==> config.mk <==
export PLATFORM = sky130hd
export DESIGN_NAME = palette_fade_engine
export DESIGN_NICKNAME = d
export VERILOG_FILES = /design/src/sv/pfe_pkg.sv /design/src/sv/pfe_ctrl.sv /design/src/sv/pfe_datapath.sv /design/src/sv/palette_fade_engine.sv
export SDC_FILE = /design/constraint.sdc
export NUM_CORES = 2
export LEC_CHECK = 0
export BUFFER_PORTS_ARGS = -buffer_cell sky130_fd_sc_hd__clkbuf_2
export CORE_AREA = 2 2 622 624
export DETAILED_ROUTE_END_ITERATION = 16
export DIE_AREA = 0 0 624 626
export SLEW_MARGIN = 20
export SYNTH_ARGS = -nofsm -noshare
export SYNTH_HDL_FRONTEND = slang
export SYNTH_HIERARCHICAL = 1
export SYNTH_SLANG_ARGS = --single-unit
==> constraint.sdc <==
create_clock -name clk -period 15.4 [get_ports clk]
set_input_delay 3.85 -clock clk [delete_from_list [all_inputs] [get_ports clk]]
set_output_delay 3.85 -clock clk [all_outputs]
set_load 0.005 [all_outputs]
==> src/sv/pfe_pkg.sv <==
// ----------------------------------------------------------------------------
// pfe_pkg
// Shared types, codes and the per-entry color step for the palette fade engine.
// ----------------------------------------------------------------------------
`timescale 1ns / 1ps

package pfe_pkg;

  localparam int ENTRIES_DEF    = 64;
  localparam int FADE_TICKS_DEF = 22;
  localparam int LEVEL_W        = 3;
  localparam int COLOR_W        = 3 * LEVEL_W;
  localparam int CFG_INDEX_W    = 2;
  localparam int CFG_DATA_W     = 6;
  localparam int MODE_W         = 3;
  localparam int BANK_W         = 2;
  localparam int ENTRY_W        = 6;

  localparam logic [LEVEL_W-1:0] LEVEL_MAX   = 3'd7;
  localparam logic [COLOR_W-1:0] COLOR_WHITE = 9'h1ff;
  localparam logic [COLOR_W-1:0] COLOR_BLACK = 9'h000;

  localparam logic [MODE_W-1:0] MODE_NONE      = 3'd0;
  localparam logic [MODE_W-1:0] MODE_FADE_IN   = 3'd1;
  localparam logic [MODE_W-1:0] MODE_FADE_OUT  = 3'd2;
  localparam logic [MODE_W-1:0] MODE_FLASH_IN  = 3'd3;
  localparam logic [MODE_W-1:0] MODE_FLASH_OUT = 3'd4;

  localparam logic [CFG_INDEX_W-1:0] CFG_FADE_MODE   = 2'd0;
  localparam logic [CFG_INDEX_W-1:0] CFG_FIRST_ENTRY = 2'd1;
  localparam logic [CFG_INDEX_W-1:0] CFG_ENTRY_SPAN  = 2'd2;
  localparam logic [CFG_INDEX_W-1:0] CFG_LAYER_B_ON  = 2'd3;

  typedef enum logic [1:0] {
    REQ_WRITE = 2'd0,
    REQ_READ  = 2'd1,
    REQ_ARM   = 2'd2,
    REQ_TICK  = 2'd3
  } req_t;

  typedef enum logic [1:0] {
    WALK_CLEAR = 2'd0,
    WALK_BLACK = 2'd1,
    WALK_WHITE = 2'd2,
    WALK_TICK  = 2'd3
  } walk_t;

  typedef struct packed {
    logic  capture;
    logic  wr_entry;
    logic  rd_entry;
    logic  count_clear;
    logic  count_step;
    logic  start;
    walk_t kind;
    logic  run;
    logic  load_out;
  } pfe_cmd_t;

  typedef struct packed {
    req_t              req;
    logic [MODE_W-1:0] mode;
    logic              range_ok;
    logic              walk_last;
    logic              out_free;
  } pfe_status_t;

  function automatic logic mode_active(logic [MODE_W-1:0] mode);
    return mode inside {[MODE_FADE_IN:MODE_FLASH_OUT]};
  endfunction

  function automatic logic [COLOR_W-1:0] step_color(logic [MODE_W-1:0] mode,
                                                    logic [COLOR_W-1:0] cur,
                                                    logic [COLOR_W-1:0] tgt);
    logic [LEVEL_W-1:0] r, g, b, tr, tg, tb;
    r  = cur[8:6];
    g  = cur[5:3];
    b  = cur[2:0];
    tr = tgt[8:6];
    tg = tgt[5:3];
    tb = tgt[2:0];
    case (mode)
      MODE_FADE_IN: begin
        if (tb > b) b = b + 3'd1;
        else if (tg > g) g = g + 3'd1;
        else if (tr > r) r = r + 3'd1;
      end
      MODE_FLASH_IN: begin
        if (tb < b) b = b - 3'd1;
        else if (tg < g) g = g - 3'd1;
        else if (tr < r) r = r - 3'd1;
      end
      MODE_FADE_OUT: begin
        if (r != 3'd0) r = r - 3'd1;
        else if (g != 3'd0) g = g - 3'd1;
        else if (b != 3'd0) b = b - 3'd1;
      end
      default: begin
        if (r != LEVEL_MAX) r = r + 3'd1;
        else if (g != LEVEL_MAX) g = g + 3'd1;
        else if (b != LEVEL_MAX) b = b + 3'd1;
      end
    endcase
    return {r, g, b};
  endfunction

endpackage

==> src/sv/pfe_ctrl.sv <==
// ----------------------------------------------------------------------------
// pfe_ctrl
// Sequencer: takes one request beat, drives the datapath walk, loads the result.
// ----------------------------------------------------------------------------
`timescale 1ns / 1ps

module pfe_ctrl (
  input  logic                 clk,
  input  logic                 rst,
  input  logic                 in_valid,
  output logic                 in_stall,
  input  pfe_pkg::pfe_status_t st,
  output pfe_pkg::pfe_cmd_t    cmd
);

  typedef enum logic [7:0] {
    S_CLEAR    = 8'b0000_0001,
    S_IDLE     = 8'b0000_0010,
    S_DISPATCH = 8'b0000_0100,
    S_READ     = 8'b0000_1000,
    S_FILL     = 8'b0001_0000,
    S_STEP     = 8'b0010_0000,
    S_DRAIN    = 8'b0100_0000,
    S_RESULT   = 8'b1000_0000
  } state_t;

  state_t state, state_next;

  always_ff @(posedge clk) begin
    if (rst) begin
      state <= S_CLEAR;
    end else begin
      state <= state_next;
    end
  end

  always_comb begin
    state_next = state;
    cmd        = '0;
    in_stall   = 1'b1;
    case (state)
      S_CLEAR: begin
        cmd.run = 1'b1;
        if (st.walk_last) state_next = S_IDLE;
      end
      S_IDLE: begin
        in_stall = 1'b0;
        if (in_valid) begin
          cmd.capture = 1'b1;
          state_next  = S_DISPATCH;
        end
      end
      S_DISPATCH: begin
        case (st.req)
          pfe_pkg::REQ_WRITE: begin
            cmd.wr_entry = 1'b1;
            state_next   = S_RESULT;
          end
          pfe_pkg::REQ_READ: begin
            cmd.rd_entry = 1'b1;
            state_next   = S_READ;
          end
          pfe_pkg::REQ_ARM: begin
            cmd.count_clear = 1'b1;
            if (st.mode == pfe_pkg::MODE_FADE_IN && st.range_ok) begin
              cmd.start  = 1'b1;
              cmd.kind   = pfe_pkg::WALK_BLACK;
              state_next = S_FILL;
            end else if (st.mode == pfe_pkg::MODE_FLASH_IN) begin
              cmd.start  = 1'b1;
              cmd.kind   = pfe_pkg::WALK_WHITE;
              state_next = S_FILL;
            end else begin
              state_next = S_RESULT;
            end
          end
          pfe_pkg::REQ_TICK: begin
            if (pfe_pkg::mode_active(st.mode)) begin
              cmd.count_step = 1'b1;
              if (st.range_ok) begin
                cmd.start  = 1'b1;
                cmd.kind   = pfe_pkg::WALK_TICK;
                state_next = S_STEP;
              end else begin
                state_next = S_RESULT;
              end
            end else begin
              state_next = S_RESULT;
            end
          end
          default: state_next = S_RESULT;
        endcase
      end
      S_READ: begin
        state_next = S_RESULT;
      end
      S_FILL: begin
        cmd.run = 1'b1;
        if (st.walk_last) state_next = S_RESULT;
      end
      S_STEP: begin
        cmd.run = 1'b1;
        if (st.walk_last) state_next = S_DRAIN;
      end
      S_DRAIN: begin
        state_next = S_RESULT;
      end
      S_RESULT: begin
        if (st.out_free) begin
          cmd.load_out = 1'b1;
          state_next   = S_IDLE;
        end
      end
      default: state_next = S_IDLE;
    endcase
  end

endmodule

==> src/sv/pfe_datapath.sv <==
// ----------------------------------------------------------------------------
// pfe_datapath
// Palette store, config registers, range walker, tick counter and result beat.
// ----------------------------------------------------------------------------
`timescale 1ns / 1ps

module pfe_datapath #(
  parameter int ENTRIES    = pfe_pkg::ENTRIES_DEF,
  parameter int FADE_TICKS = pfe_pkg::FADE_TICKS_DEF
) (
  input  logic                             clk,
  input  logic                             rst,
  input  logic                             cfg_write,
  input  logic [pfe_pkg::CFG_INDEX_W-1:0]  cfg_index,
  input  logic [pfe_pkg::CFG_DATA_W-1:0]   cfg_data,
  input  logic [1:0]                       req_type,
  input  logic [pfe_pkg::BANK_W-1:0]       bank,
  input  logic [pfe_pkg::ENTRY_W-1:0]      entry,
  input  logic [pfe_pkg::LEVEL_W-1:0]      red_in,
  input  logic [pfe_pkg::LEVEL_W-1:0]      green_in,
  input  logic [pfe_pkg::LEVEL_W-1:0]      blue_in,
  input  pfe_pkg::pfe_cmd_t                cmd,
  output pfe_pkg::pfe_status_t             st,
  input  logic                             out_stall,
  output logic                             out_valid,
  output logic                             done_res,
  output logic [pfe_pkg::LEVEL_W-1:0]      red_out,
  output logic [pfe_pkg::LEVEL_W-1:0]      green_out,
  output logic [pfe_pkg::LEVEL_W-1:0]      blue_out
);

  localparam int EW    = $clog2(ENTRIES);
  localparam int AW    = $clog2(4 * ENTRIES);
  localparam int SW    = (EW + 1 > 7) ? EW + 1 : 7;
  localparam int CW    = $clog2(FADE_TICKS + 1);
  localparam int DEPTH = 4 * ENTRIES;
  localparam int CLRW  = pfe_pkg::COLOR_W;

  // config
  logic [pfe_pkg::MODE_W-1:0]  fade_mode;
  logic [pfe_pkg::ENTRY_W-1:0] first_entry;
  logic [pfe_pkg::ENTRY_W-1:0] entry_span;
  logic                        second_layer_on;

  // captured request
  pfe_pkg::req_t               req_q;
  logic [pfe_pkg::BANK_W-1:0]  bank_q;
  logic [pfe_pkg::ENTRY_W-1:0] entry_q;
  logic [CLRW-1:0]             color_q;

  // walker
  pfe_pkg::walk_t walk_kind;
  logic [EW-1:0]  ptr;
  logic [1:0]     sbank;
  logic [EW-1:0]  p_first, p_last, start_ptr;
  logic           row_last, bank_last, layer_b;

  // range
  logic [SW-1:0] range_sum;
  logic [EW-1:0] lo, hi;
  logic          range_ok, entry_ok;

  // memory
  logic [CLRW-1:0] mem [DEPTH];
  logic [CLRW-1:0] rd_a, rd_b, wd;
  logic [AW-1:0]   walk_addr, walk_tgt, req_addr, rd_a_addr, wa, s1_addr;
  logic            we, rd_a_en, rd_b_en, s1_valid;

  // tick count
  logic [CW-1:0] tick_count, count_inc;
  logic          wrap;

  function automatic logic [AW-1:0] mem_addr(logic [1:0] b, logic [EW-1:0] p);
    return AW'(b) * AW'(ENTRIES) + AW'(p);
  endfunction

  always_ff @(posedge clk) begin
    if (rst) begin
      fade_mode       <= pfe_pkg::MODE_NONE;
      first_entry     <= '0;
      entry_span      <= 6'd63;
      second_layer_on <= 1'b1;
    end else if (cfg_write) begin
      case (cfg_index)
        pfe_pkg::CFG_FADE_MODE:   fade_mode       <= cfg_data[pfe_pkg::MODE_W-1:0];
        pfe_pkg::CFG_FIRST_ENTRY: first_entry     <= cfg_data;
        pfe_pkg::CFG_ENTRY_SPAN:  entry_span      <= cfg_data;
        pfe_pkg::CFG_LAYER_B_ON:  second_layer_on <= cfg_data[0];
        default: ;
      endcase
    end
  end

  always_ff @(posedge clk) begin
    if (cmd.capture) begin
      req_q   <= pfe_pkg::req_t'(req_type);
      bank_q  <= bank;
      entry_q <= entry;
      color_q <= {red_in, green_in, blue_in};
    end
  end

  assign range_sum = SW'(first_entry) + SW'(entry_span);
  assign range_ok  = SW'(first_entry) < SW'(ENTRIES);
  assign entry_ok  = SW'(entry_q) < SW'(ENTRIES);
  assign lo        = EW'(SW'(first_entry));
  assign hi        = EW'((range_sum > SW'(ENTRIES - 1)) ? SW'(ENTRIES - 1) : range_sum);
  assign layer_b   = (fade_mode == pfe_pkg::MODE_FADE_OUT) ||
                     (fade_mode == pfe_pkg::MODE_FLASH_OUT) || second_layer_on;

  // walk bounds
  always_comb begin
    if (walk_kind == pfe_pkg::WALK_CLEAR || walk_kind == pfe_pkg::WALK_WHITE) begin
      p_first = '0;
      p_last  = EW'(ENTRIES - 1);
    end else begin
      p_first = lo;
      p_last  = hi;
    end
    case (walk_kind)
      pfe_pkg::WALK_CLEAR: bank_last = (sbank == 2'd3);
      pfe_pkg::WALK_TICK:  bank_last = (sbank == 2'd2) || !layer_b;
      default:             bank_last = 1'b1;
    endcase
    row_last  = (ptr == p_last);
    start_ptr = (cmd.kind == pfe_pkg::WALK_CLEAR || cmd.kind == pfe_pkg::WALK_WHITE) ?
                '0 : lo;
  end

  always_ff @(posedge clk) begin
    if (rst) begin
      walk_kind <= pfe_pkg::WALK_CLEAR;
      ptr       <= '0;
      sbank     <= '0;
    end else if (cmd.start) begin
      walk_kind <= cmd.kind;
      ptr       <= start_ptr;
      sbank     <= '0;
    end else if (cmd.run) begin
      if (row_last) begin
        ptr   <= p_first;
        sbank <= (walk_kind == pfe_pkg::WALK_CLEAR) ? sbank + 2'd1 : 2'd2;
      end else begin
        ptr <= ptr + EW'(1);
      end
    end
  end

  assign walk_addr = mem_addr(sbank, ptr);
  assign walk_tgt  = walk_addr + AW'(ENTRIES);
  assign req_addr  = mem_addr(bank_q, EW'(SW'(entry_q)));
  assign rd_a_addr = cmd.rd_entry ? req_addr : walk_addr;
  assign rd_b_en   = cmd.run && (walk_kind == pfe_pkg::WALK_TICK);
  assign rd_a_en   = cmd.rd_entry || rd_b_en;

  // write port: tick write-back, clear or fill sweep, or a single entry write
  always_comb begin
    we = 1'b0;
    wa = s1_addr;
    wd = pfe_pkg::step_color(fade_mode, rd_a, rd_b);
    if (s1_valid) begin
      we = 1'b1;
    end else if (cmd.run && walk_kind != pfe_pkg::WALK_TICK) begin
      we = 1'b1;
      wa = walk_addr;
      wd = (walk_kind == pfe_pkg::WALK_WHITE) ? pfe_pkg::COLOR_WHITE : pfe_pkg::COLOR_BLACK;
    end else if (cmd.wr_entry && entry_ok) begin
      we = 1'b1;
      wa = req_addr;
      wd = color_q;
    end
  end

  always_ff @(posedge clk) begin
    if (we) mem[wa] <= wd;
    if (rd_a_en) rd_a <= mem[rd_a_addr];
    if (rd_b_en) rd_b <= mem[walk_tgt];
  end

  always_ff @(posedge clk) begin
    if (rst) begin
      s1_valid <= 1'b0;
    end else begin
      s1_valid <= rd_b_en;
    end
  end

  always_ff @(posedge clk) begin
    s1_addr <= walk_addr;
  end

  assign count_inc = tick_count + CW'(1);

  always_ff @(posedge clk) begin
    if (rst) begin
      tick_count <= '0;
      wrap       <= 1'b0;
    end else if (cmd.count_clear) begin
      tick_count <= '0;
    end else if (cmd.count_step) begin
      if (count_inc >= CW'(FADE_TICKS)) begin
        tick_count <= '0;
        wrap       <= 1'b1;
      end else begin
        tick_count <= count_inc;
        wrap       <= 1'b0;
      end
    end
  end

  // result beat
  always_ff @(posedge clk) begin
    if (rst) begin
      out_valid <= 1'b0;
    end else if (cmd.load_out) begin
      out_valid <= 1'b1;
    end else if (!out_stall) begin
      out_valid <= 1'b0;
    end
  end

  always_ff @(posedge clk) begin
    if (cmd.load_out) begin
      done_res <= (req_q == pfe_pkg::REQ_TICK) &&
                  (!pfe_pkg::mode_active(fade_mode) || wrap);
      if (req_q == pfe_pkg::REQ_READ && entry_ok) begin
        {red_out, green_out, blue_out} <= rd_a;
      end else begin
        {red_out, green_out, blue_out} <= '0;
      end
    end
  end

  assign st.req       = req_q;
  assign st.mode      = fade_mode;
  assign st.range_ok  = range_ok;
  assign st.walk_last = row_last && bank_last;
  assign st.out_free  = !out_valid || !out_stall;

`ifndef SYNTHESIS
  a_load_slot_free: assert property (@(posedge clk) disable iff (rst)
    cmd.load_out |-> (!out_valid || !out_stall))
    else $error("result loaded over a pending beat");

  a_wb_current_bank: assert property (@(posedge clk) disable iff (rst)
    s1_valid |-> ((s1_addr < AW'(ENTRIES)) ||
                  ((s1_addr >= AW'(2 * ENTRIES)) && (s1_addr < AW'(3 * ENTRIES)))))
    else $error("tick write-back hit a target bank");

  a_count_range: assert property (@(posedge clk) disable iff (rst)
    tick_count < CW'(FADE_TICKS))
    else $error("tick count out of range");

  a_wrap_count: assert property (@(posedge clk) disable iff (rst)
    wrap |-> (tick_count == '0))
    else $error("done flag set with nonzero count");
`endif

endmodule

==> src/sv/palette_fade_engine.sv <==
// ----------------------------------------------------------------------------
// palette_fade_engine
// Two-layer palette store with frame-tick driven fades toward target banks.
//
// Request channel (in_valid/in_stall) carries req_type, bank, entry and the
// rgb levels; every request beat yields exactly one result beat on the
// out_valid/out_stall channel (done_res and the rgb levels of a read).
// Config is a plain write port (cfg_write, cfg_index, cfg_data); the user
// must write it only while no request is in flight, which the block does
// not enforce. A write or an arm without fill goes from dispatch straight
// to the result; a read passes a read state first. An arm that fills layer
// A sweeps it first; a tick in an active fade walks the range of each
// enabled layer. The walk is bound by the single write port of the store,
// which retires one entry per cycle. One request is in flight at a time.
// Reset clears the whole store with a sweep, and in_stall stays high
// until the sweep ends.
// A stalled result waits in the output register; the next request may be
// taken meanwhile, and its result waits until the register frees up.
// ----------------------------------------------------------------------------
`timescale 1ns / 1ps

module palette_fade_engine #(
  parameter int ENTRIES    = pfe_pkg::ENTRIES_DEF,
  parameter int FADE_TICKS = pfe_pkg::FADE_TICKS_DEF
) (
  input  logic                            clk,
  input  logic                            rst,
  input  logic                            cfg_write,
  input  logic [pfe_pkg::CFG_INDEX_W-1:0] cfg_index,
  input  logic [pfe_pkg::CFG_DATA_W-1:0]  cfg_data,
  input  logic                            in_valid,
  output logic                            in_stall,
  input  logic [1:0]                      req_type,
  input  logic [pfe_pkg::BANK_W-1:0]      bank,
  input  logic [pfe_pkg::ENTRY_W-1:0]     entry,
  input  logic [pfe_pkg::LEVEL_W-1:0]     red_in,
  input  logic [pfe_pkg::LEVEL_W-1:0]     green_in,
  input  logic [pfe_pkg::LEVEL_W-1:0]     blue_in,
  output logic                            out_valid,
  input  logic                            out_stall,
  output logic                            done_res,
  output logic [pfe_pkg::LEVEL_W-1:0]     red_out,
  output logic [pfe_pkg::LEVEL_W-1:0]     green_out,
  output logic [pfe_pkg::LEVEL_W-1:0]     blue_out
);

  pfe_pkg::pfe_cmd_t    cmd;
  pfe_pkg::pfe_status_t st;

  pfe_ctrl u_ctrl (
    .clk      (clk),
    .rst      (rst),
    .in_valid (in_valid),
    .in_stall (in_stall),
    .st       (st),
    .cmd      (cmd)
  );

  pfe_datapath #(
    .ENTRIES    (ENTRIES),
    .FADE_TICKS (FADE_TICKS)
  ) u_datapath (
    .clk       (clk),
    .rst       (rst),
    .cfg_write (cfg_write),
    .cfg_index (cfg_index),
    .cfg_data  (cfg_data),
    .req_type  (req_type),
    .bank      (bank),
    .entry     (entry),
    .red_in    (red_in),
    .green_in  (green_in),
    .blue_in   (blue_in),
    .cmd       (cmd),
    .st        (st),
    .out_stall (out_stall),
    .out_valid (out_valid),
    .done_res  (done_res),
    .red_out   (red_out),
    .green_out (green_out),
    .blue_out  (blue_out)
  );

endmodule
Yosys cells after proc, flatten, opt, wreduce, memory -nomap -nowiden
Memory sizes are Yosys's and may differ from the RTL's. A register that Yosys moved wholly into a read port is not among the register bits.
Index checks and enable logic that the tools add are counted.
{ "op_classes": {"addsub": 13, "order_cmp": 10, "n_eq_ne": 34, "n_mux": 78, "bitwise": 1, "n_reduce_logical": 36} }
{ "ops": {"columns": ["op", "count"], "rows": [
  ["8-bit two-way mux", 12],
  ["3-bit two-way mux", 26],
  ["8-bit case mux with 7 select lines", 1],
  ["6-bit two-way mux", 7],
  ["9-bit two-way mux", 4],
  ["8-bit case mux with 4 select lines", 1],
  ["3-bit case mux with 3 select lines", 3],
  ["2-bit equality test (second input constant)", 9],
  ["1-bit two-way mux", 18],
  ["8-bit by 6-bit adder with 8-bit output", 2],
  ["2-bit inequality test (second input constant)", 6],
  ["2-bit AND reduction", 6],
  ["3-bit by 1-bit adder with 3-bit output (second input constant)", 3],
  ["3-bit > comparator", 3],
  ["3-bit < comparator", 3],
  ["3-bit inequality test (second input constant)", 3],
  ["3-bit nonzero test", 3],
  ["3-bit by 1-bit subtractor with 3-bit output (second input constant)", 3],
  ["8-bit by 7-bit adder with 8-bit output (second input constant)", 1],
  ["8-bit by 1-bit equality test with 1-bit output (second input constant)", 1],
  ["8-bit by 2-bit equality test with 1-bit output (second input constant)", 1],
  ["8-bit by 3-bit equality test with 1-bit output (second input constant)", 1],
  ["8-bit by 4-bit equality test with 1-bit output (second input constant)", 1],
  ["8-bit by 5-bit equality test with 1-bit output (second input constant)", 1],
  ["32 further kinds", 53]
]} }
{ "totals": {"regBits": 79, "ramBits": 2304, "in_bits": 32, "output_inout_bits": 12, "wordCells": 194, "memories": 1} }
{ "mem_list": {"columns": ["name", "words", "width", "rd", "rd_ports_with_merged_regs", "write_ports", "line", "source"], "rows": [
  ["u_datapath.mem", 256, 9, 2, 2, 1, "pfe_datapath.sv:64", "logic [CLRW-1:0] mem [DEPTH];"]
]} }

Depth between registers and ports, before layout
{ "logic_depth": {"ltp_word": 10, "depth_mapped": 17, "ltp_nobuf": 14} }

Hierarchy
The synthesis kept the hierarchy.
{ "by_module_without_submodules": {"columns": ["mod", "instances", "cells_per_inst", "area_each_um2", "seq_area_each_um2"], "rows": [
  ["pfe_datapath", 1, 7599, 114194.5, 71438.5],
  ["pfe_ctrl", 1, 76, 628.1, 160.2]
]} }

Worst setup path before layout
No wires, ideal clock.
{ "synth_path": {"kind": "flip-flop to flip-flop", "start": "register u_ctrl.state[4]", "end": "memory u_datapath/mem[0][2] (netlist bit), data pin", "setup_time_ns": 2.187, "arrival_time_ns": 11.579, "t_required_ns": 13.213, "slack_ns": 1.634, "stages_incl_launch_ff": 10, "path_buffers": 2, "synth_period_minus_slack_ns": 13.766, "path_cell_list": "dfxtp_1 -> xor2_1 -> nand3_1 -> nand2_1 -> nand2b_1 -> clkbuf_1 -> clkbuf_1 -> and2_1 -> a21oi_1 -> o21ai_0"} }
{ "synth_rtl": {"columns": ["item", "line", "source"], "rows": [
  ["start, declared", "pfe_ctrl.sv:27", "state_t state, state_next;"],
  ["start signal, assigned", "pfe_ctrl.sv:33", "state <= state_next;"],
  ["end, declared", "pfe_datapath.sv:64", null]
]} }

==> results.json <==
{
  "run_status": "finished, final reports clean",
  "setup_viol": 0,
  "ys_async_sr_fraction": 0,
  "worstPathRequired_ns": 16.11,
  "drt-initial-drc-count": 11407,
  "sw_frac_of_total": 0.3109,
  "synth_compound_area_frac": 0.05273,
  "synthMuxAreaShare": 0.2058,
  "clk_pin_slew_worst_paths_ns": 0.06,
  "area_growth_pct": 13.36,
  "synth_edf_count": 2351,
  "yosys.area_share.simple": 0.08795,
  "gp_congestion": 0.8812,
  "yosysUniqueCellTypes": 75,
  "h-tree-depth": 5,
  "post-cts-setup-buffer-count": 0,
  "path_cells": "nor4_4 -> nand2_2 -> nor3b_2 -> buf_4 -> mux2_8 -> buf_4 -> buf_4 -> mux4_2 -> a2111oi_0 -> nor3_1 -> a21oi_1 -> o211ai_1 -> and4_1",
  "drive_above_1_share": 0.2219,
  "drv_slew": 0,
  "path_class": "reg2reg",
  "viasPerCell": 5.913,
  "yosys.area.top_type_share": 0.6148,
  "first_global_vias": 74250,
  "end_kind": "flip-flop",
  "grt_usage": 0.1990,
  "yosysTopAreaCell": "edfxtp_1",
  "worst-path-max-fanout": 91,
  "num_rows": 228,
  "p_int_w": 0.01272,
  "yosys-top-cells-area": "edfxtp_1 61%, mux4_2 17%, nand2_1 4.3%",
  "grt_pass1_wl_um": 562500,
  "cts.sinks": 2401,
  "leakage_nw": 41.00,
  "fin_skew_ns": 0.07127,
  "crit_top_cell": "buf_4",
  "synthFlopType": "edfxtp_1",
  "postLayoutCoreUtil": 0.3387,
  "die_h_um": 626,
  "yosysMostFrequentCell": "edfxtp_1",
  "detail_route.first_pass.iterations": 8,
  "core_um2": 384300,
  "drtAntennaViolNets": 0,
  "p_per_area_nw_per_um2": 141.8,
  "pwr-share-seq": 0.407,
  "placed_area_um2": 121500,
  "tritoncts": "yes",
  "finalNetCount": 7734,
  "synth_top_family_by_area": "multiplexers",
  "syn-num-nets": 7746,
  "tightest_slew_ns": 1.317,
  "critPathTopFamily": "buffers and inverters",
  "finalWirelength_um": 398700,
  "slew_headroom": 0.1192,
  "rsz0062_at_grt": "false",
  "die-area_um2": 390600,
  "pre_cts_ws_ns": 8.451,
  "synth_adder_area_share": 0.004315,
  "max_stage_delay_ns": 0.87,
  "postCtsHoldBufs": 0,
  "wl_per_cell_um": 30.86,
  "vias": 76378,
  "clk_latency_ns": 0.96,
  "yosysWarnings": 6,
  "yosys-top-cells-count": "2351 x edfxtp_1, 1323 x nand2_1, 887 x mux4_2",
  "portBuffers": 43,
  "dieWidth_um": 624,
  "min_period_over_period": 0.4600,
  "clockBufferDepth": 4,
  "hold_violations": 0,
  "synth-xor-area-share": 0.001526,
  "ys_seq_area_frac": 0.6236,
  "grt_max_degree": 220,
  "fmax_ghz": 0.1412,
  "cts_buffers": 279,
  "ios": 44,
  "dp.cells": 12439,
  "clkPwrFrac": 0.343,
  "grt_overflow": 0,
  "grt_antenna_before_repair": 25,
  "finalSetupTns_ns": 0,
  "cp_slowest_cell": "mux2_8",
  "final_area_um2": 130200,
  "start_util": 0.2988,
  "finalCriticalPeriod_ns": 7.084,
  "synth_cells": 7675,
  "hpwl_um": 240600,
  "setup_ws_ns": 8.316,
  "critPathArrivalTime_ns": 7.80,
  "cts_root_buf": "clkbuf_16",
  "switchingPower_w": 0.005739,
  "drv_cap": 0,
  "hold_path_class": "reg2reg",
  "fin_cells": 12917,
  "ctsResizeCount": 0,
  "syn_area_um2": 114800,
  "comb_power_share": 0.250,
  "path_buf_inv": 3,
  "ys_ff_latch": 2401,
  "vdd_drop_max_v": 0.00009873,
  "avgSynthCellArea_um2": 14.96,
  "start_kind": "flip-flop",
  "drc_errors": 0
}
==> layer usage <==
metal,vias up,track usage,wire (um),part of all wire
met2,5484,0.3042,177900,0.45
li1,30480,-,-,-
met4,30,0.1004,22920,0.057
met5,-,0,259,0.00065
met1,39312,0.2567,146300,0.37
met3,1072,0.05876,51380,0.13
==> power by group through the flow <==
stage,clock (W),combinational [W],sequential (W)
5_1_grt,0.00666,0.00475,0.00751
4_1_cts,0.00639,0.00450,0.00750
6_report,0.00633,0.00462,0.00751
3_3_place_gp,0,0.00444,0.00764
2_1_floorplan,0,0.00280,0.00773
3_5_place_dp,0,0.00449,0.00764
==> sequential cells by signal, summed over array words and instances (netlist names) <==
| name | count |
|---|---|
| u_datapath/blue_out | 3 |
| u_datapath/fade_mode | 3 |
| u_datapath/done_res | 1 |
| u_datapath/mem | 2304 |
| u_datapath/tick_count | 5 |
| u_datapath/s1_addr | 8 |
| u_datapath/green_out | 3 |
| u_datapath/out_valid | 1 |
| u_datapath/red_out | 3 |
| u_datapath/color_q | 9 |
| u_datapath/s1_valid | 1 |
| u_datapath/walk_kind | 2 |
| u_datapath/entry_span | 6 |
| u_datapath/second_layer_on | 1 |
| u_datapath/rd_a | 9 |
| u_datapath/entry_q | 6 |
| u_datapath/rd_b | 9 |
| u_datapath/wrap | 1 |
| u_datapath/first_entry | 6 |
| u_ctrl/state | 8 |
| u_datapath/sbank | 2 |
| u_datapath/ptr | 6 |
| u_datapath/req_q | 2 |
| u_datapath/bank_q | 2 |
==> logic make-up (layout without fill, tap and decap cells) <==
logic type / after synthesis / after routing
muxes: 1250 / 1250
adders and majority gates: 39 / 39
buffers and inverters: 635 / 807
and+or+nand+nor: 2381 / 2381
DFF: 2401 / 2401
xor gates and xnor gates: 20 / 20
AOI/OAI and AO/OA: 948 / 948
other: 1 / 11
==> final cells by class <==
class / count / area, um2
Inverter: 35 / 131.4
Clock inverter: 136 / 1179
Antenna cell: 10 / 25.02
Fill cell: 36225 / 254100
Tap cell: 5060 / 6331
Clock buffer: 329 / 7307
Sequential cell: 2401 / 71620
Timing Repair Buffer: 307 / 2482
Multi-Input combinational cell: 4639 / 41090
==> path summary, 6_finish.rpt <==
check | depth (start not counted) | slack (ns) | end | startpoint
worst max-delay path | 13 | 8.32 | u_datapath/rd_a[7]$_DFFE_PP_ | u_ctrl/state[0]$_SDFFE_PP1P_
worst min register to register | 2 | 0.50 | u_datapath/entry_span[2]$_SDFFE_PP1P_ | u_datapath/entry_span[2]$_SDFFE_PP1P_
worst min-delay path | 2 | 0.50 | u_datapath/entry_span[2]$_SDFFE_PP1P_ | u_datapath/entry_span[2]$_SDFFE_PP1P_
worst max register to register | 13 | 8.32 | u_datapath/rd_a[7]$_DFFE_PP_ | u_ctrl/state[0]$_SDFFE_PP1P_
==> worst min-delay path, delay by kind of cell (launching register included) <==
| family | cells | cell delay (ns) |
|---|---|---|
| AND/OR/NAND/NOR | 2 | 0.13 |
| flip-flops | 1 | 0.32 |
==> through the flow <==
stage	hold WS (ns)	power [W]
after floorplan	0.3290	0.01053
after global placement	0.4838	0.01208
after detailed placement	0.4849	0.01214
after CTS	0.4974	0.01840
after global routing	0.5208	0.01892
final	0.4951	0.01846
==> cells in the final DEF (no fill, tap or decap), types with 10 or more instances in the layout <==
cell,count
a2111oi_0,19
a21oi_1,364
a22oi_1,28
a311oi_1,31
a31oi_1,87
and2_1,15
and3_1,43
buf_12,18
buf_4,243
bufinv_16,21
clkbuf_1,43
clkbuf_16,285
clkbuf_2,43
clkinv_1,55
clkinv_2,46
dfxtp_1,44
diode_2,10
edfxtp_1,2351
ha_1,38
inv_1,35
mux2i_1,345
mux4_2,887
nand2_1,1307
nand2_2,18
nand3_1,325
nand4_1,45
nor2_1,300
nor2_2,101
nor2b_1,17
nor3_1,144
nor4_1,11
o211ai_1,23
o21a_1,12
o21ai_0,88
o221ai_1,129
o22ai_1,74
xnor2_1,12
No activity file was read; power rests on OpenSTA's default activity.
